**src/hdl/eru_pkg.sv**
```systemverilog
`timescale 1ns / 1ps
// shared types and constants of the emission rate accumulator
package eru_pkg;

    localparam int TIME_W     = 32;
    localparam int BURST_W    = 16;
    localparam int CFG_IDX_W  = 2;
    localparam int CFG_DATA_W = 32;

    // configuration register indexes
    localparam logic [CFG_IDX_W-1:0] CFG_LIFETIME = 2'd0;
    localparam logic [CFG_IDX_W-1:0] CFG_BURST    = 2'd1;
    localparam logic [CFG_IDX_W-1:0] CFG_SINGLE   = 2'd2;

    typedef enum logic [3:0] {
        ST_IDLE,
        ST_DISPATCH,
        ST_TICK_ADD,
        ST_RECIP_START,
        ST_RECIP_WAIT,
        ST_COUNT_START,
        ST_COUNT_WAIT,
        ST_TICK_DONE,
        ST_CMT_EMIT,
        ST_CMT_MUL,
        ST_CMT_SUB,
        ST_MOD_START,
        ST_MOD_WAIT,
        ST_CMT_DONE
    } t_state;

    typedef struct packed {
        logic load_in;
        logic tick_add;
        logic recip_start;
        logic recip_take;
        logic count_start;
        logic count_take;
        logic tick_done;
        logic cmt_emit;
        logic cmt_mul;
        logic cmt_sub;
        logic mod_start;
        logic mod_take;
        logic cmt_done;
    } t_cmd;

    typedef struct packed {
        logic mode;
        logic supp;
        logic div_done;
        logic arm;
        logic need_mod;
    } t_stat;

endpackage

```
**src/hdl/eru_ifs.sv**
```systemverilog
`timescale 1ns / 1ps
// channel interfaces: frame input, result output and configuration write
interface eru_in_if import eru_pkg::*; #(
    parameter int COUNT_BITS = 16
) ();
    logic                  valid;
    logic                  ready;
    logic                  mode;
    logic [TIME_W-1:0]     frame_delta;
    logic [TIME_W-1:0]     emit_rate;
    logic                  pool_empty;
    logic [COUNT_BITS-1:0] extra_count;
    logic [COUNT_BITS-1:0] granted_count;

    modport source (output valid, mode, frame_delta, emit_rate, pool_empty,
                    extra_count, granted_count, input ready);
    modport sink   (input valid, mode, frame_delta, emit_rate, pool_empty,
                    extra_count, granted_count, output ready);
endinterface

interface eru_out_if import eru_pkg::*; #(
    parameter int COUNT_BITS = 16
) ();
    logic                  valid;
    logic                  ready;
    logic [COUNT_BITS-1:0] request_count;
    logic [COUNT_BITS-1:0] timed_count;
    logic [TIME_W-1:0]     emit_interval;
    logic                  suppressed;
    logic [TIME_W-1:0]     timer_value;

    modport source (output valid, request_count, timed_count, emit_interval,
                    suppressed, timer_value, input ready);
    modport sink   (input valid, request_count, timed_count, emit_interval,
                    suppressed, timer_value, output ready);
endinterface

interface eru_cfg_if import eru_pkg::*; ();
    logic                  valid;
    logic                  ready;
    logic [CFG_IDX_W-1:0]  wr_index;
    logic [CFG_DATA_W-1:0] wr_data;

    modport source (output valid, wr_index, wr_data, input ready);
    modport sink   (input valid, wr_index, wr_data, output ready);
endinterface

```
**src/hdl/emission_rate_accumulator_unit.sv**
```systemverilog
`timescale 1ns / 1ps
// top level of the emission rate accumulator
//
// channel  dir  handshake     payload
// i_cfg    in   valid/ready   wr_index, wr_data (ready always high)
// i_in     in   valid/ready   mode, frame_delta, emit_rate, pool_empty,
//                             extra_count, granted_count
// o_out    out  valid/ready   request_count, timed_count, emit_interval,
//                             suppressed, timer_value
//
// one transaction in flight; DIV_W = max(2*TIME_FRAC_BITS+1, 32), 33 by default
// frame tick: two passes of the shared one-bit-per-cycle divider, reciprocal then
//   count; a suppressed tick skips the divider
// commit: ignored when disarmed, else applied by multiply and subtract; with a full
//   grant in single mode the remainder is also reduced modulo the interval
// synchronous active-low reset; no clearing pass, the block is ready at once
// a stalled output holds its result; the next transaction is taken meanwhile
module emission_rate_accumulator_unit import eru_pkg::*; #(
    parameter int COUNT_BITS     = 16,
    parameter int TIME_FRAC_BITS = 16
) (
    input  logic      i_clk,
    input  logic      i_rst_n,
    eru_cfg_if.sink   i_cfg,
    eru_in_if.sink    i_in,
    eru_out_if.source o_out
);

    t_cmd  cmd;
    t_stat stat;
    logic  in_ready;
    logic  out_valid;

    // register writes need no wait, so the port never stalls
    assign i_cfg.ready = 1'b1;
    assign i_in.ready  = in_ready;
    assign o_out.valid = out_valid;

    // sequencer: owns the handshakes and steps the datapath
    eru_ctrl u_ctrl (
        .i_clk       (i_clk),
        .i_rst_n     (i_rst_n),
        .i_in_valid  (i_in.valid),
        .o_in_ready  (in_ready),
        .i_out_ready (o_out.ready),
        .o_out_valid (out_valid),
        .o_cmd       (cmd),
        .i_stat      (stat)
    );

    // datapath: config, accumulator, divider, multiplier and result register
    eru_dp #(
        .COUNT_BITS     (COUNT_BITS),
        .TIME_FRAC_BITS (TIME_FRAC_BITS)
    ) u_dp (
        .i_clk           (i_clk),
        .i_rst_n         (i_rst_n),
        .i_cmd           (cmd),
        .o_stat          (stat),
        .i_cfg_we        (i_cfg.valid),
        .i_cfg_idx       (i_cfg.wr_index),
        .i_cfg_data      (i_cfg.wr_data),
        .i_mode          (i_in.mode),
        .i_frame_delta   (i_in.frame_delta),
        .i_emit_rate     (i_in.emit_rate),
        .i_pool_empty    (i_in.pool_empty),
        .i_extra_count   (i_in.extra_count),
        .i_granted_count (i_in.granted_count),
        .o_request_count (o_out.request_count),
        .o_timed_count   (o_out.timed_count),
        .o_emit_interval (o_out.emit_interval),
        .o_suppressed    (o_out.suppressed),
        .o_timer_value   (o_out.timer_value)
    );

endmodule

```
**src/hdl/eru_div.sv**
```systemverilog
`timescale 1ns / 1ps
// restoring divider, one quotient bit per cycle
module eru_div #(
    parameter int DIV_W = 33,
    parameter int DVS_W = 32
) (
    input  logic             i_clk,
    input  logic             i_rst_n,
    input  logic             i_start,
    input  logic [DIV_W-1:0] i_dividend,
    input  logic [DVS_W-1:0] i_divisor,
    output logic             o_done,
    output logic [DIV_W-1:0] o_quotient,
    output logic [DVS_W-1:0] o_remainder
);

    localparam int CNT_W = $clog2(DIV_W + 1);

    logic             r_busy;
    logic             r_done;
    logic [CNT_W-1:0] r_cnt;
    logic [DIV_W-1:0] r_quo;
    logic [DVS_W-1:0] r_rem;
    logic [DVS_W-1:0] r_dvs;

    logic [DVS_W:0]   trial;
    logic [DVS_W:0]   diff;
    logic             ge;

    assign trial = {r_rem, r_quo[DIV_W-1]};
    assign ge    = trial >= {1'b0, r_dvs};
    assign diff  = trial - {1'b0, r_dvs};

    always_ff @(posedge i_clk) begin
        if (!i_rst_n) begin
            r_busy <= 1'b0;
            r_done <= 1'b0;
            r_cnt  <= '0;
        end else if (i_start) begin
            r_busy <= 1'b1;
            r_done <= 1'b0;
            r_cnt  <= CNT_W'(DIV_W);
        end else if (r_busy) begin
            r_cnt  <= r_cnt - CNT_W'(1);
            r_done <= (r_cnt == CNT_W'(1));
            r_busy <= (r_cnt != CNT_W'(1));
        end else begin
            r_done <= 1'b0;
        end
    end

    always_ff @(posedge i_clk) begin
        if (i_start) begin
            r_quo <= i_dividend;
            r_rem <= '0;
            r_dvs <= i_divisor;
        end else if (r_busy) begin
            r_quo <= {r_quo[DIV_W-2:0], ge};
            r_rem <= ge ? diff[DVS_W-1:0] : trial[DVS_W-1:0];
        end
    end

    assign o_done      = r_done;
    assign o_quotient  = r_quo;
    assign o_remainder = r_rem;

endmodule

```
**src/hdl/eru_dp.sv**
```systemverilog
`timescale 1ns / 1ps
// datapath: configuration, accumulator state, divider, multiplier, result register
module eru_dp import eru_pkg::*; #(
    parameter int COUNT_BITS     = 16,
    parameter int TIME_FRAC_BITS = 16
) (
    input  logic                  i_clk,
    input  logic                  i_rst_n,
    input  t_cmd                  i_cmd,
    output t_stat                 o_stat,
    input  logic                  i_cfg_we,
    input  logic [CFG_IDX_W-1:0]  i_cfg_idx,
    input  logic [CFG_DATA_W-1:0] i_cfg_data,
    input  logic                  i_mode,
    input  logic [TIME_W-1:0]     i_frame_delta,
    input  logic [TIME_W-1:0]     i_emit_rate,
    input  logic                  i_pool_empty,
    input  logic [COUNT_BITS-1:0] i_extra_count,
    input  logic [COUNT_BITS-1:0] i_granted_count,
    output logic [COUNT_BITS-1:0] o_request_count,
    output logic [COUNT_BITS-1:0] o_timed_count,
    output logic [TIME_W-1:0]     o_emit_interval,
    output logic                  o_suppressed,
    output logic [TIME_W-1:0]     o_timer_value
);

    localparam int DIV_W  = (2 * TIME_FRAC_BITS + 1 > TIME_W) ? 2 * TIME_FRAC_BITS + 1 : TIME_W;
    localparam int USED_W = TIME_W + COUNT_BITS;
    localparam logic [63:0] CNT_MAX64  = (64'd1 << COUNT_BITS) - 64'd1;
    localparam logic [63:0] TIME_MAX64 = 64'hFFFF_FFFF;

    // configuration
    logic [TIME_W-1:0]     r_lifetime;
    logic [BURST_W-1:0]    r_burst;
    logic                  r_single;
    // latched transaction
    logic                  r_mode;
    logic [TIME_W-1:0]     r_delta;
    logic [TIME_W-1:0]     r_rate;
    logic                  r_empty;
    logic [COUNT_BITS-1:0] r_pending;
    logic [COUNT_BITS-1:0] r_granted;
    // persistent state
    logic [TIME_W-1:0]     r_elapsed;
    logic [TIME_W-1:0]     r_accum;
    logic [TIME_W-1:0]     r_held_interval;
    logic [COUNT_BITS-1:0] r_held_timed;
    logic [COUNT_BITS-1:0] r_held_pending;
    logic                  r_held_supp;
    logic                  r_supp;
    // working registers
    logic [TIME_W-1:0]     r_interval;
    logic [COUNT_BITS-1:0] r_timed;
    logic [COUNT_BITS-1:0] r_emitted;
    logic [USED_W-1:0]     r_used;
    logic [TIME_W-1:0]     r_rem;
    // result register
    logic [COUNT_BITS-1:0] r_out_request;
    logic [COUNT_BITS-1:0] r_out_timed;
    logic [TIME_W-1:0]     r_out_interval;
    logic                  r_out_supp;
    logic [TIME_W-1:0]     r_out_timer;

    logic [TIME_W:0]       sum_elapsed;
    logic [TIME_W:0]       sum_accum;
    logic [TIME_W-1:0]     n_elapsed;
    logic [TIME_W-1:0]     n_accum;
    logic                  supp_now;
    logic                  div_start;
    logic [DIV_W-1:0]      div_dividend;
    logic [TIME_W-1:0]     div_divisor;
    logic                  div_done;
    logic [DIV_W-1:0]      div_quo;
    logic [TIME_W-1:0]     div_rem;
    logic [63:0]           quo_x;
    logic [TIME_W-1:0]     recip_val;
    logic [COUNT_BITS-1:0] timed_val;
    logic [COUNT_BITS:0]   req_sum;
    logic [COUNT_BITS-1:0] req_val;
    logic [COUNT_BITS-1:0] emitted_val;
    logic [USED_W-1:0]     accum_x;
    logic [USED_W-1:0]     rem_diff;
    logic [TIME_W-1:0]     rem_sub;
    logic [TIME_W-1:0]     rem_clamped;
    logic                  short_fill;
    logic                  arm;

    assign sum_elapsed = {1'b0, r_elapsed} + {1'b0, r_delta};
    assign sum_accum   = {1'b0, r_accum} + {1'b0, r_delta};
    assign n_elapsed   = sum_elapsed[TIME_W] ? '1 : sum_elapsed[TIME_W-1:0];
    assign n_accum     = sum_accum[TIME_W] ? '1 : sum_accum[TIME_W-1:0];
    assign supp_now    = (r_lifetime != '0) && (n_elapsed > r_lifetime) && (r_pending == '0);

    // divider operand select
    always_comb begin
        div_start    = i_cmd.recip_start | i_cmd.count_start | i_cmd.mod_start;
        div_dividend = '0;
        div_divisor  = '0;
        if (i_cmd.recip_start) begin
            div_dividend = {{(DIV_W-1){1'b0}}, 1'b1} << (2 * TIME_FRAC_BITS);
            div_divisor  = r_rate;
        end else if (i_cmd.count_start) begin
            div_dividend = DIV_W'(r_accum);
            div_divisor  = r_interval;
        end else if (i_cmd.mod_start) begin
            div_dividend = DIV_W'(r_rem);
            div_divisor  = r_held_interval;
        end
    end

    eru_div #(
        .DIV_W (DIV_W),
        .DVS_W (TIME_W)
    ) u_div (
        .i_clk       (i_clk),
        .i_rst_n     (i_rst_n),
        .i_start     (div_start),
        .i_dividend  (div_dividend),
        .i_divisor   (div_divisor),
        .o_done      (div_done),
        .o_quotient  (div_quo),
        .o_remainder (div_rem)
    );

    assign quo_x = 64'(div_quo);

    // interval: truncated, saturated, at least one for a nonzero rate
    always_comb begin
        if (r_rate == '0) begin
            recip_val = '0;
        end else if (quo_x > TIME_MAX64) begin
            recip_val = '1;
        end else if (quo_x == 64'd0) begin
            recip_val = TIME_W'(1);
        end else begin
            recip_val = div_quo[TIME_W-1:0];
        end
    end

    // items due: burst when the pool is empty, else accumulator over interval (capped at one in single mode)
    always_comb begin
        if (r_burst != '0 && r_empty) begin
            timed_val = (64'(r_burst) > CNT_MAX64) ? '1 : COUNT_BITS'(r_burst);
        end else if (r_interval == '0) begin
            timed_val = '0;
        end else begin
            timed_val = (quo_x > CNT_MAX64) ? '1 : div_quo[COUNT_BITS-1:0];
            if (r_single && timed_val > COUNT_BITS'(1)) begin
                timed_val = COUNT_BITS'(1);
            end
        end
    end

    assign req_sum = {1'b0, r_timed} + {1'b0, r_pending};
    assign req_val = req_sum[COUNT_BITS] ? '1 : req_sum[COUNT_BITS-1:0];

    // commit arithmetic
    assign emitted_val = (r_granted > r_held_pending) ? (r_granted - r_held_pending) : '0;
    assign accum_x     = USED_W'(r_accum);
    assign rem_diff    = accum_x - r_used;
    assign rem_sub     = (accum_x > r_used) ? rem_diff[TIME_W-1:0] : '0;
    assign short_fill  = r_emitted < r_held_timed;
    assign rem_clamped = (short_fill && rem_sub > r_held_interval) ? r_held_interval : rem_sub;
    assign arm = !r_held_supp && (r_held_timed != '0) && (r_held_interval != '0);

    assign o_stat.mode     = r_mode;
    assign o_stat.supp     = r_supp;
    assign o_stat.div_done = div_done;
    assign o_stat.arm      = arm;
    assign o_stat.need_mod = !short_fill && r_single;

    // state with reset
    always_ff @(posedge i_clk) begin
        if (!i_rst_n) begin
            r_lifetime      <= '0;
            r_burst         <= '0;
            r_single        <= 1'b0;
            r_elapsed       <= '0;
            r_accum         <= '0;
            r_held_interval <= '0;
            r_held_timed    <= '0;
            r_held_pending  <= '0;
            r_held_supp     <= 1'b1;
            r_supp          <= 1'b0;
        end else begin
            if (i_cfg_we) begin
                case (i_cfg_idx)
                    CFG_LIFETIME: r_lifetime <= i_cfg_data[TIME_W-1:0];
                    CFG_BURST:    r_burst    <= i_cfg_data[BURST_W-1:0];
                    CFG_SINGLE:   r_single   <= i_cfg_data[0];
                    default: ;
                endcase
            end
            if (i_cmd.tick_add) begin
                r_elapsed <= n_elapsed;
                r_supp    <= supp_now;
                if (!supp_now) begin
                    r_accum <= n_accum;
                end
            end
            if (i_cmd.tick_done) begin
                if (r_supp) begin
                    r_held_interval <= '0;
                    r_held_timed    <= '0;
                    r_held_pending  <= '0;
                    r_held_supp     <= 1'b1;
                end else begin
                    r_held_interval <= r_interval;
                    r_held_timed    <= r_timed;
                    r_held_pending  <= r_pending;
                    r_held_supp     <= 1'b0;
                end
            end
            if (i_cmd.cmt_done) begin
                if (arm) begin
                    r_accum <= r_rem;
                end
                r_held_supp <= 1'b1;
            end
        end
    end

    // payload and working registers
    always_ff @(posedge i_clk) begin
        if (i_cmd.load_in) begin
            r_mode    <= i_mode;
            r_delta   <= i_frame_delta;
            r_rate    <= i_emit_rate;
            r_empty   <= i_pool_empty;
            r_pending <= i_extra_count;
            r_granted <= i_granted_count;
        end
        if (i_cmd.recip_take) begin
            r_interval <= recip_val;
        end
        if (i_cmd.count_take) begin
            r_timed <= timed_val;
        end
        if (i_cmd.cmt_emit) begin
            r_emitted <= emitted_val;
        end
        if (i_cmd.cmt_mul) begin
            r_used <= USED_W'(r_held_interval) * USED_W'(r_emitted);
        end
        if (i_cmd.cmt_sub) begin
            r_rem <= rem_clamped;
        end
        if (i_cmd.mod_take) begin
            r_rem <= div_rem;
        end
        if (i_cmd.tick_done) begin
            r_out_timer <= r_accum;
            if (r_supp) begin
                r_out_request  <= '0;
                r_out_timed    <= '0;
                r_out_interval <= '0;
                r_out_supp     <= 1'b1;
            end else begin
                r_out_request  <= req_val;
                r_out_timed    <= r_timed;
                r_out_interval <= r_interval;
                r_out_supp     <= 1'b0;
            end
        end
        if (i_cmd.cmt_done) begin
            r_out_request  <= '0;
            r_out_timed    <= '0;
            r_out_interval <= '0;
            r_out_supp     <= 1'b0;
            r_out_timer    <= arm ? r_rem : r_accum;
        end
    end

    assign o_request_count = r_out_request;
    assign o_timed_count   = r_out_timed;
    assign o_emit_interval = r_out_interval;
    assign o_suppressed    = r_out_supp;
    assign o_timer_value   = r_out_timer;

endmodule

```
**src/hdl/eru_ctrl.sv**
```systemverilog
`timescale 1ns / 1ps
// control state machine: sequences tick and commit through the datapath
module eru_ctrl import eru_pkg::*; (
    input  logic  i_clk,
    input  logic  i_rst_n,
    input  logic  i_in_valid,
    output logic  o_in_ready,
    input  logic  i_out_ready,
    output logic  o_out_valid,
    output t_cmd  o_cmd,
    input  t_stat i_stat
);

    t_state r_state;
    t_state n_state;
    logic   r_out_valid;
    logic   n_out_valid;
    logic   out_free;
    logic   load_out;

    assign out_free = !r_out_valid || i_out_ready;

    // next state
    always_comb begin
        n_state = r_state;
        case (r_state)
            ST_IDLE:        if (i_in_valid) n_state = ST_DISPATCH;
            ST_DISPATCH:    n_state = i_stat.mode ? ST_CMT_EMIT : ST_TICK_ADD;
            ST_TICK_ADD:    n_state = ST_RECIP_START;
            ST_RECIP_START: n_state = i_stat.supp ? ST_TICK_DONE : ST_RECIP_WAIT;
            ST_RECIP_WAIT:  if (i_stat.div_done) n_state = ST_COUNT_START;
            ST_COUNT_START: n_state = ST_COUNT_WAIT;
            ST_COUNT_WAIT:  if (i_stat.div_done) n_state = ST_TICK_DONE;
            ST_TICK_DONE:   if (out_free) n_state = ST_IDLE;
            ST_CMT_EMIT:    n_state = i_stat.arm ? ST_CMT_MUL : ST_CMT_DONE;
            ST_CMT_MUL:     n_state = ST_CMT_SUB;
            ST_CMT_SUB:     n_state = i_stat.need_mod ? ST_MOD_START : ST_CMT_DONE;
            ST_MOD_START:   n_state = ST_MOD_WAIT;
            ST_MOD_WAIT:    if (i_stat.div_done) n_state = ST_CMT_DONE;
            ST_CMT_DONE:    if (out_free) n_state = ST_IDLE;
            default:        n_state = ST_IDLE;
        endcase
    end

    // commands
    always_comb begin
        o_cmd      = '0;
        o_in_ready = 1'b0;
        case (r_state)
            ST_IDLE: begin
                o_in_ready    = 1'b1;
                o_cmd.load_in = i_in_valid;
            end
            ST_TICK_ADD:    o_cmd.tick_add    = 1'b1;
            ST_RECIP_START: o_cmd.recip_start = !i_stat.supp;
            ST_RECIP_WAIT:  o_cmd.recip_take  = i_stat.div_done;
            ST_COUNT_START: o_cmd.count_start = 1'b1;
            ST_COUNT_WAIT:  o_cmd.count_take  = i_stat.div_done;
            ST_TICK_DONE:   o_cmd.tick_done   = out_free;
            ST_CMT_EMIT:    o_cmd.cmt_emit    = 1'b1;
            ST_CMT_MUL:     o_cmd.cmt_mul     = 1'b1;
            ST_CMT_SUB:     o_cmd.cmt_sub     = 1'b1;
            ST_MOD_START:   o_cmd.mod_start   = 1'b1;
            ST_MOD_WAIT:    o_cmd.mod_take    = i_stat.div_done;
            ST_CMT_DONE:    o_cmd.cmt_done    = out_free;
            default: ;
        endcase
    end

    assign load_out    = o_cmd.tick_done | o_cmd.cmt_done;
    assign n_out_valid = load_out ? 1'b1 : (i_out_ready ? 1'b0 : r_out_valid);

    always_ff @(posedge i_clk) begin
        if (!i_rst_n) begin
            r_state     <= ST_IDLE;
            r_out_valid <= 1'b0;
        end else begin
            r_state     <= n_state;
            r_out_valid <= n_out_valid;
        end
    end

    assign o_out_valid = r_out_valid;

endmodule

```
**src/flat_wrapper.sv**
```systemverilog
// flat-port wrapper written by rule: the top's interface ports become plain ports
module emission_rate_accumulator_unit_flat import eru_pkg::*;
#(
    parameter int COUNT_BITS     = 16,
    parameter int TIME_FRAC_BITS = 16
)
  (i_clk, i_rst_n, i_cfg_valid, i_cfg_wr_index, i_cfg_wr_data, i_cfg_ready, i_in_valid, i_in_mode, i_in_frame_delta, i_in_emit_rate, i_in_pool_empty, i_in_extra_count, i_in_granted_count, i_in_ready, o_out_valid, o_out_request_count, o_out_timed_count, o_out_emit_interval, o_out_suppressed, o_out_timer_value, o_out_ready);
  eru_cfg_if i_cfg_i ();
  eru_in_if #(.COUNT_BITS(COUNT_BITS)) i_in_i ();
  eru_out_if #(.COUNT_BITS(COUNT_BITS)) o_out_i ();
  input  logic i_clk;
  input  logic i_rst_n;
  input wire logic [$bits(i_cfg_i.valid)-1:0] i_cfg_valid;
  input wire logic [$bits(i_cfg_i.wr_index)-1:0] i_cfg_wr_index;
  input wire logic [$bits(i_cfg_i.wr_data)-1:0] i_cfg_wr_data;
  output wire logic [$bits(i_cfg_i.ready)-1:0] i_cfg_ready;
  input wire logic [$bits(i_in_i.valid)-1:0] i_in_valid;
  input wire logic [$bits(i_in_i.mode)-1:0] i_in_mode;
  input wire logic [$bits(i_in_i.frame_delta)-1:0] i_in_frame_delta;
  input wire logic [$bits(i_in_i.emit_rate)-1:0] i_in_emit_rate;
  input wire logic [$bits(i_in_i.pool_empty)-1:0] i_in_pool_empty;
  input wire logic [$bits(i_in_i.extra_count)-1:0] i_in_extra_count;
  input wire logic [$bits(i_in_i.granted_count)-1:0] i_in_granted_count;
  output wire logic [$bits(i_in_i.ready)-1:0] i_in_ready;
  output wire logic [$bits(o_out_i.valid)-1:0] o_out_valid;
  output wire logic [$bits(o_out_i.request_count)-1:0] o_out_request_count;
  output wire logic [$bits(o_out_i.timed_count)-1:0] o_out_timed_count;
  output wire logic [$bits(o_out_i.emit_interval)-1:0] o_out_emit_interval;
  output wire logic [$bits(o_out_i.suppressed)-1:0] o_out_suppressed;
  output wire logic [$bits(o_out_i.timer_value)-1:0] o_out_timer_value;
  input wire logic [$bits(o_out_i.ready)-1:0] o_out_ready;
  assign i_cfg_i.valid = i_cfg_valid;
  assign i_cfg_i.wr_index = i_cfg_wr_index;
  assign i_cfg_i.wr_data = i_cfg_wr_data;
  assign i_cfg_ready = i_cfg_i.ready;
  assign i_in_i.valid = i_in_valid;
  assign i_in_i.mode = i_in_mode;
  assign i_in_i.frame_delta = i_in_frame_delta;
  assign i_in_i.emit_rate = i_in_emit_rate;
  assign i_in_i.pool_empty = i_in_pool_empty;
  assign i_in_i.extra_count = i_in_extra_count;
  assign i_in_i.granted_count = i_in_granted_count;
  assign i_in_ready = i_in_i.ready;
  assign o_out_valid = o_out_i.valid;
  assign o_out_request_count = o_out_i.request_count;
  assign o_out_timed_count = o_out_i.timed_count;
  assign o_out_emit_interval = o_out_i.emit_interval;
  assign o_out_suppressed = o_out_i.suppressed;
  assign o_out_timer_value = o_out_i.timer_value;
  assign o_out_i.ready = o_out_ready;
  emission_rate_accumulator_unit #(.COUNT_BITS(COUNT_BITS), .TIME_FRAC_BITS(TIME_FRAC_BITS)) u_core (.i_clk(i_clk), .i_rst_n(i_rst_n), .i_cfg(i_cfg_i), .i_in(i_in_i), .o_out(o_out_i));
endmodule
```
**config.mk**
```make
export PLATFORM = sky130hd
export DESIGN_NAME = emission_rate_accumulator_unit_flat
export DESIGN_NICKNAME = d
export VERILOG_FILES = /design/src/hdl/eru_pkg.sv /design/src/hdl/eru_ifs.sv /design/src/hdl/emission_rate_accumulator_unit.sv /design/src/hdl/eru_div.sv /design/src/hdl/eru_dp.sv /design/src/hdl/eru_ctrl.sv /design/src/flat_wrapper.sv
export SDC_FILE = /design/constraint.sdc
export NUM_CORES = 2
export LEC_CHECK = 0
export ABC_AREA = 1
export CAP_MARGIN = 20
export CORE_MARGIN = 3
export CORE_UTILIZATION = 65
export DETAILED_ROUTE_END_ITERATION = 7
export DONT_BUFFER_PORTS = 1
export HOLD_SLACK_MARGIN = 0.08
export PLACE_DENSITY = 0.85
export SYNTH_ARGS = -nofsm -noshare
export SYNTH_HDL_FRONTEND = slang
export SYNTH_HIERARCHICAL = 1
export SYNTH_SLANG_ARGS = --single-unit
```
**constraint.sdc**
```tcl
create_clock -name i_clk -period 10.75 [get_ports i_clk]
set_input_delay 2.15 -clock i_clk [delete_from_list [all_inputs] [get_ports i_clk]]
set_output_delay 2.15 -clock i_clk [all_outputs]
set_load 0.03 [all_outputs]
```
# After elaboration in Yosys (flattened, before gate mapping)
# Index checks and enable logic that the tools add are counted.
# op_classes
add_sub_neg,7
n_mul,1
div,0
magnitude_cmp,9
eq_ne,22
shifts,0
n_mux,64
bitwise_logic,5
reduce_logical,35
# ops
op,count
$mux W32,22
$mux W16,8
$mux W33,3
$add A32 B32 Y33,2
$gt A32 B32 Y1,2
$logic_not A32 Y1,2
$logic_not A64 Y1,1
$reduce_bool A32 Y1,2
$sub A32 B32 Y32,2
$pmux W4 S13,1
$gt A32 B48 Y1,1
$mul A32 B16 Y48,1
$ge A33 B32 Y1,1
$gt A33 B16 Y1 const B,1
$gt A33 B32 Y1 const B,1
$reduce_bool A16 Y1,2
$eq A4 B4 Y1 const B,6
$mux W4,6
$mux W1,19
$add A16 B16 Y17,1
$eq A4 B3 Y1 const B,4
$gt A16 B1 Y1 const B,1
$gt A16 B16 Y1,1
$logic_not A16 Y1,1
26 further kinds,52
# totals
register_bits,628
latch_bits,0
ram_bits,0
romBits,0
in_bits,137
output_inout_bits,100
wordCells,178
n_memories,0

# Longest topological paths before layout
# depth
depth_word,9
depth_mapped,33
ltp_nobuf,30

# Cells and area by module
# Netlist, hierarchy kept.
# by_module_without_submodules
module,instances,cells_per_inst,area_each_um2,seq_area_each_um2
eru_dp,1,6306,47485.5,13112.6
eru_div,1,1008,6950.4,2752.6
eru_ctrl,1,99,543.0,100.1
emission_rate_accumulator_unit,1,2,11.3,0.0

# Worst setup path before layout
# OpenSTA, ideal clock, no wires.
# synth_timing
path_type,input port to flip-flop
start,input i_in_valid
end,"register u_core.u_dp.r_delta[0], enable pin"
setup_ps,675
t_arrival_ps,8830
required_time_ps,10075
setup_slack_ps,1245
path_stages,2
n_path_buf,0
path_cell_list,inv_1 -> nor3_1
# synth_rtl
item,line_no,text
from (decl),flat_wrapper.sv:17,input wire logic [$bits(i_in_i.valid)-1:0] i_in_valid;
to (signal assigned),eru_dp.sv:227,r_delta <= i_frame_delta;
to (decl),eru_dp.sv:38,logic [TIME_W-1:0] r_delta;

# Final worst setup path
# layout_timing
start,register u_core.u_dp.r_held_interval[22]
end,register u_core.u_dp.r_used[42] (data pin)
# layout_via
elab_chain_cells,1
# layout_rtl
item,line_no,text
from (decl),eru_dp.sv:46,logic [TIME_W-1:0] r_held_interval;
from (signal assigned),eru_dp.sv:208,r_held_interval <= r_interval;
$mul A32 B16 Y48,eru_dp.sv:243,r_used <= USED_W'(r_held_interval) * USED_W'(r_emitted);
to (signal assigned),eru_dp.sv:243,
to (decl),eru_dp.sv:55,logic [USED_W-1:0] r_used;
# No other way between the ends.
# A chain may end at the register's enable or synchronous reset.

==> parameters.txt <==
Parameter                              Value

Setup path
  Setup slack, reg-to-reg ... 3.98 ns
  R2R cell count ... 18
  CP startpoint kind ... flop
  FF-to-FF End ... u_core/u_dp/r_used[42]$_DFFE_PP_
  Critical Path RT ... 11.12 ns
  Endpoint kind of the worst setup timing path ... flop
  Origin of the critical flop-to-flop path ... u_core/u_dp/r_held_interval[22]$_SDFFE_PN0P_
  Data arrival time at the worst-slack endpoint ... 7.14 ns
  CP Class ... reg -> reg
  Highest net fanout along the worst path ... 20

Floorplanning
  Floorplan die height ... 297 microns
  Initial core utilization ... 65.7%
  Num ports ... 237
  Die Footprint ... 88100 sq um
  FP Rows ... 106
  Area of the core ... 83700 sq um
  Die W ... 297 microns

Synthesis
  Flops & latches, synth ... 628
  Simple-gate area share of the yosys netlist ... 24.7%
  Number of unique standard cell types used by synthesis ... 59
  Post-Syn Nets ... 8337
  Cell area after synthesis ... 55000 sq um
  Multiplexer area fraction after synthesis ... 0%
  Combinational family with the most area after synthesis ... simple AND/OR/NAND/NOR gates
  Fraction of synthesis flops using an asynchronous set or reset pin ... 0%
  Average instance area after synthesis ... 7.42 sq um
  Fraction of synthesized cell area taken by the top area cell type ... 18.5%
  Cell accounting for the most synthesized area ... sky130_fd_sc_hd__edfxtp_1
  Predominant post-synthesis flop cell ... sky130_fd_sc_hd__edfxtp_1
  Synth Area in Compound Gates ... 9.35%
  Largest cells by area after synthesis ... sky130_fd_sc_hd__edfxtp_1 19%, sky130_fd_sc_hd__fa_1 15%, sky130_fd_sc_hd__nand2_1 15%
  Synthesized netlist cell count ... 7415
  Synthesized-area fraction occupied by xor and xnor cells ... 1.80%
  Number of enable flip-flop cells after synthesis ... 339
  Sequential share of the synthesized area ... 29.0%
  Warning count from the yosys run ... 6
  Share of synthesized cell area in full adder, half adder and majority cells ... 23.6%

STA
  Number of failing setup endpoints in the final timing report ... 0
  Worst slew pin tran ... 1.25 ns
  Setup repair after global routing missed its margin ... false
  Worst Skew ... 0.0554 ns
  Number of max-slew violations in the final report ... 0
  Highest clock rate ... 148 MHz
  Relative max-transition margin ... 16.8%
  Final clock period utilization by the worst path ... 63.0%
  Minimum clock period ... 6.77 ns
  Post-route setup TNS ... 0 ns
  Final hold violation count ... 0
  Final worst slack ... 3.98 ns

Job
  MaxCap Viol Count ... 0

Route
  Total wirelength of the detailed-routed design ... 182000 microns
  Post-route antenna net violation count ... 0
  Vias/cell ... 5.90
  Number of remaining DRC errors ... 4
  DRC violation total after the first TritonRoute iteration ... 5657
  Total iterations of the first detailed-routing run ... 8
  Via count ... 50.0k
  Average detailed-routed wire length per instance ... 21.4 microns

CTS
  Post-CTS repair timing setup buffer count ... 0
  Maximum clock insertion buffer count ... 3
  Number of buffers created by CTS ... 69
  Hold-fix buffer count after cts ... 0
  Number of H-tree levels ... 3
  Clock latency reported for the late side of the worst-skew pair ... 0.65 ns
  Clock tree from TritonCTS ... built
  Buffer type at the clock tree root ... sky130_fd_sc_hd__clkbuf_16
  Number of sinks handled by clock tree synthesis ... 628
  Clock transition at the register clock pins on the worst setup and hold paths after CTS ... 0.06 ns
  Resized cells post-CTS ... 0

Global routing
  Combined global-route utilization of all metal layers ... 40.7%
  Congestion Overflow GR ... 0
  Wire length of the first global-routing pass ... 279000 microns
  Via count of the first global-routing pass ... 49.6k
  Largest net degree at the start of global routing ... 82
  Antenna violations before repair ... 6

Worst hold path
  Class of the worst hold path ... reg -> reg
  Terminating pin of the worst hold path ... u_core/u_dp/r_held_pending[2]$_SDFFE_PN0P_
  Number of cells traversed by the worst hold path ... 2
  Start point of the worst min-delay path ... u_core/u_dp/r_held_pending[2]$_SDFFE_PN0P_

Outcome
  Violations in the final reports ... design-rule violations
  Outcome ... finished, violations left

Power
  Switching power share of the total ... 47.6%
  Register share of total power ... 30.0%
  Power density relative to cell area ... 209 nW/um^2
  Clock share of power ... 20.5%
  Internal power contribution ... 6400 uW
  Fraction of power consumed by combinational cells ... 49.5%
  Leak Pwr ... 0.0293 uW
  Maximum vdd drop ... 0.238 mV
  Net Sw Power ... 5800 uW

Placement
  # port buffers ... 0
  Worst slack, placed ... 4.28 ns
  Cell Area, Placed ... 55800 sq um
  Routability Congestion ... 1.10
  Half-perimeter wire length after placement ... 139000 microns

Cells and area
  Post-route cell area ... 58300 sq um
  Area growth from synthesis to final layout ... 6.10%
  Number of nets in the final layout ... 8207
  Fraction of final layout cells sized beyond drive strength 1 ... 4.11%
registers in the layout, indices dropped and copies added (netlist names), 32 cells and up:
| name | count |
|---|---|
| u_core/u_dp/o_emit_interval | 32 |
| u_core/u_dp/o_timer_value | 32 |
| u_core/u_dp/r_accum | 32 |
| u_core/u_dp/r_delta | 32 |
| u_core/u_dp/r_elapsed | 32 |
| u_core/u_dp/r_held_interval | 32 |
| u_core/u_dp/r_interval | 32 |
| u_core/u_dp/r_lifetime | 32 |
| u_core/u_dp/r_rate | 32 |
| u_core/u_dp/r_rem | 32 |
| u_core/u_dp/r_used | 48 |
| u_core/u_dp/u_div/o_quotient | 33 |
| u_core/u_dp/u_div/o_remainder | 32 |
| u_core/u_dp/u_div/r_dvs | 32 |
critical path: stages, from the launching register on:
cell and delay, ns:
sky130_fd_sc_hd__dfxtp_1 1.15, sky130_fd_sc_hd__nand2_1 0.19, sky130_fd_sc_hd__fa_1 0.59, sky130_fd_sc_hd__inv_1 0.06
sky130_fd_sc_hd__fa_1 0.50, sky130_fd_sc_hd__fa_1 0.42, sky130_fd_sc_hd__fa_1 0.44, sky130_fd_sc_hd__fa_1 0.53
sky130_fd_sc_hd__inv_1 0.06, sky130_fd_sc_hd__fa_1 0.49, sky130_fd_sc_hd__inv_1 0.05, sky130_fd_sc_hd__ha_1 0.41
sky130_fd_sc_hd__nand2_1 0.14, sky130_fd_sc_hd__nor2_1 0.19, sky130_fd_sc_hd__inv_1 0.13, sky130_fd_sc_hd__nor4_1 0.58
sky130_fd_sc_hd__nand4_1 0.30, sky130_fd_sc_hd__nand3_1 0.19, sky130_fd_sc_hd__xor2_1 0.07
worst max path at each step:
| stage | startpoint | end | slack (ns) | cells after the start |
|---|---|---|---|---|
| after floorplan | i_in_valid | u_core/u_dp/r_delta[0]$_DFFE_PP_ | 1.24 | 2 |
| after global placement | u_core/u_dp/r_held_interval[19]$_SDFFE_PN0P_ | u_core/u_dp/r_used[42]$_DFFE_PP_ | 4.27 | 18 |
| after detailed placement | u_core/u_dp/r_held_interval[22]$_SDFFE_PN0P_ | u_core/u_dp/r_used[42]$_DFFE_PP_ | 4.28 | 18 |
| after CTS | u_core/u_dp/r_held_interval[22]$_SDFFE_PN0P_ | u_core/u_dp/r_used[42]$_DFFE_PP_ | 4.28 | 18 |
| after global routing | u_core/u_dp/r_held_interval[21]$_SDFFE_PN0P_ | u_core/u_dp/r_used[44]$_DFFE_PP_ | 3.87 | 20 |
| final | u_core/u_dp/r_held_interval[22]$_SDFFE_PN0P_ | u_core/u_dp/r_used[42]$_DFFE_PP_ | 3.98 | 18 |
placed cells by master (no fill, tap or decap), types with 30 or more instances in the layout:
cell / netlist / layout
sky130_fd_sc_hd__a21oi_1: 437 / 437
sky130_fd_sc_hd__a22oi_1: 30 / 30
sky130_fd_sc_hd__buf_4: 12 / 69
sky130_fd_sc_hd__clkbuf_16: 0 / 75
sky130_fd_sc_hd__dfxtp_1: 289 / 289
sky130_fd_sc_hd__edfxtp_1: 339 / 339
sky130_fd_sc_hd__fa_1: 424 / 424
sky130_fd_sc_hd__ha_1: 361 / 361
sky130_fd_sc_hd__inv_1: 1350 / 1349
sky130_fd_sc_hd__nand2_1: 2167 / 2166
sky130_fd_sc_hd__nand3_1: 289 / 287
sky130_fd_sc_hd__nand3b_1: 30 / 30
sky130_fd_sc_hd__nand4_1: 75 / 75
sky130_fd_sc_hd__nor2_1: 560 / 552
sky130_fd_sc_hd__nor3_1: 49 / 45
sky130_fd_sc_hd__nor4_1: 37 / 36
sky130_fd_sc_hd__o21ai_0: 302 / 302
sky130_fd_sc_hd__o21ai_1: 37 / 37
sky130_fd_sc_hd__xnor2_1: 50 / 50
sky130_fd_sc_hd__xor2_1: 63 / 63
cell usage after synthesis (all sizes together), types with 18 or more instances:
cell type and number:
a21o 26, a21oi 441, a22oi 30, a31oi 29
buf 81, clkbuf 193, dfxtp 289, edfxtp 339
fa 424, ha 361, inv 1367, nand2 2190
nand3 307, nand3b 30, nand4 75, nor2 574
nor3 51, nor4 37, o21a 18, o21ai 342
o21bai 24, or2 26, xnor2 50, xor2 63
cell type report:
class	instances	area, sq um
clock buffers	99	2050
flip-flops and latches	628	16000
well taps	1134	1420
diodes	6	15.0
clock inverters	29	334
multi-input cells	5146	32800
fillers	6860	25300
inverters	1367	5130
repair buffers	73	608
per-stage QoR:
stage	power [uW]	utilization (%)	hold WS [ns]	cells
floorplan	7740	-	0.444	7415
global placement	9380	66.7	0.454	8343
detailed placement	9480	66.7	0.459	8343
CTS	12000	69.6	0.467	8471
global route	12900	69.7	0.480	8476
finish	12200	69.7	0.467	8482
power groups by stage:
stage | registers, uW | logic, uW | clock network (uW)
after floorplan | 3440 | 4300 | 0
after global placement | 3680 | 5700 | 0
after detailed placement | 3680 | 5800 | 0
after CTS | 3630 | 5850 | 2510
after global routing | 3670 | 6670 | 2610
final | 3660 | 6040 | 2500
logic make-up after synthesis:
| logic type | Yosys count |
|---|---|
| DFF | 628 |
| xor gates and xnor gates | 113 |
| other | 1 |
| buffers and inverters | 1641 |
| AOI/OAI and AO/OA | 942 |
| adders and majority gates | 785 |
| and+or+nand+nor | 3305 |
per-layer routing:
| metal | global-route usage [%] | wire length [microns] | vias up |
|---|---|---|---|
| met1 | 50.8 | 67300 | 23400 |
| li1 | - | - | 23000 |
| met4 | 23.3 | 11700 | 6 |
| met5 | 0 | 33 | - |
| met2 | 65.9 | 83300 | 3006 |
| met3 | 8.56 | 19300 | 702 |
Power figures use the tool's default switching activity.
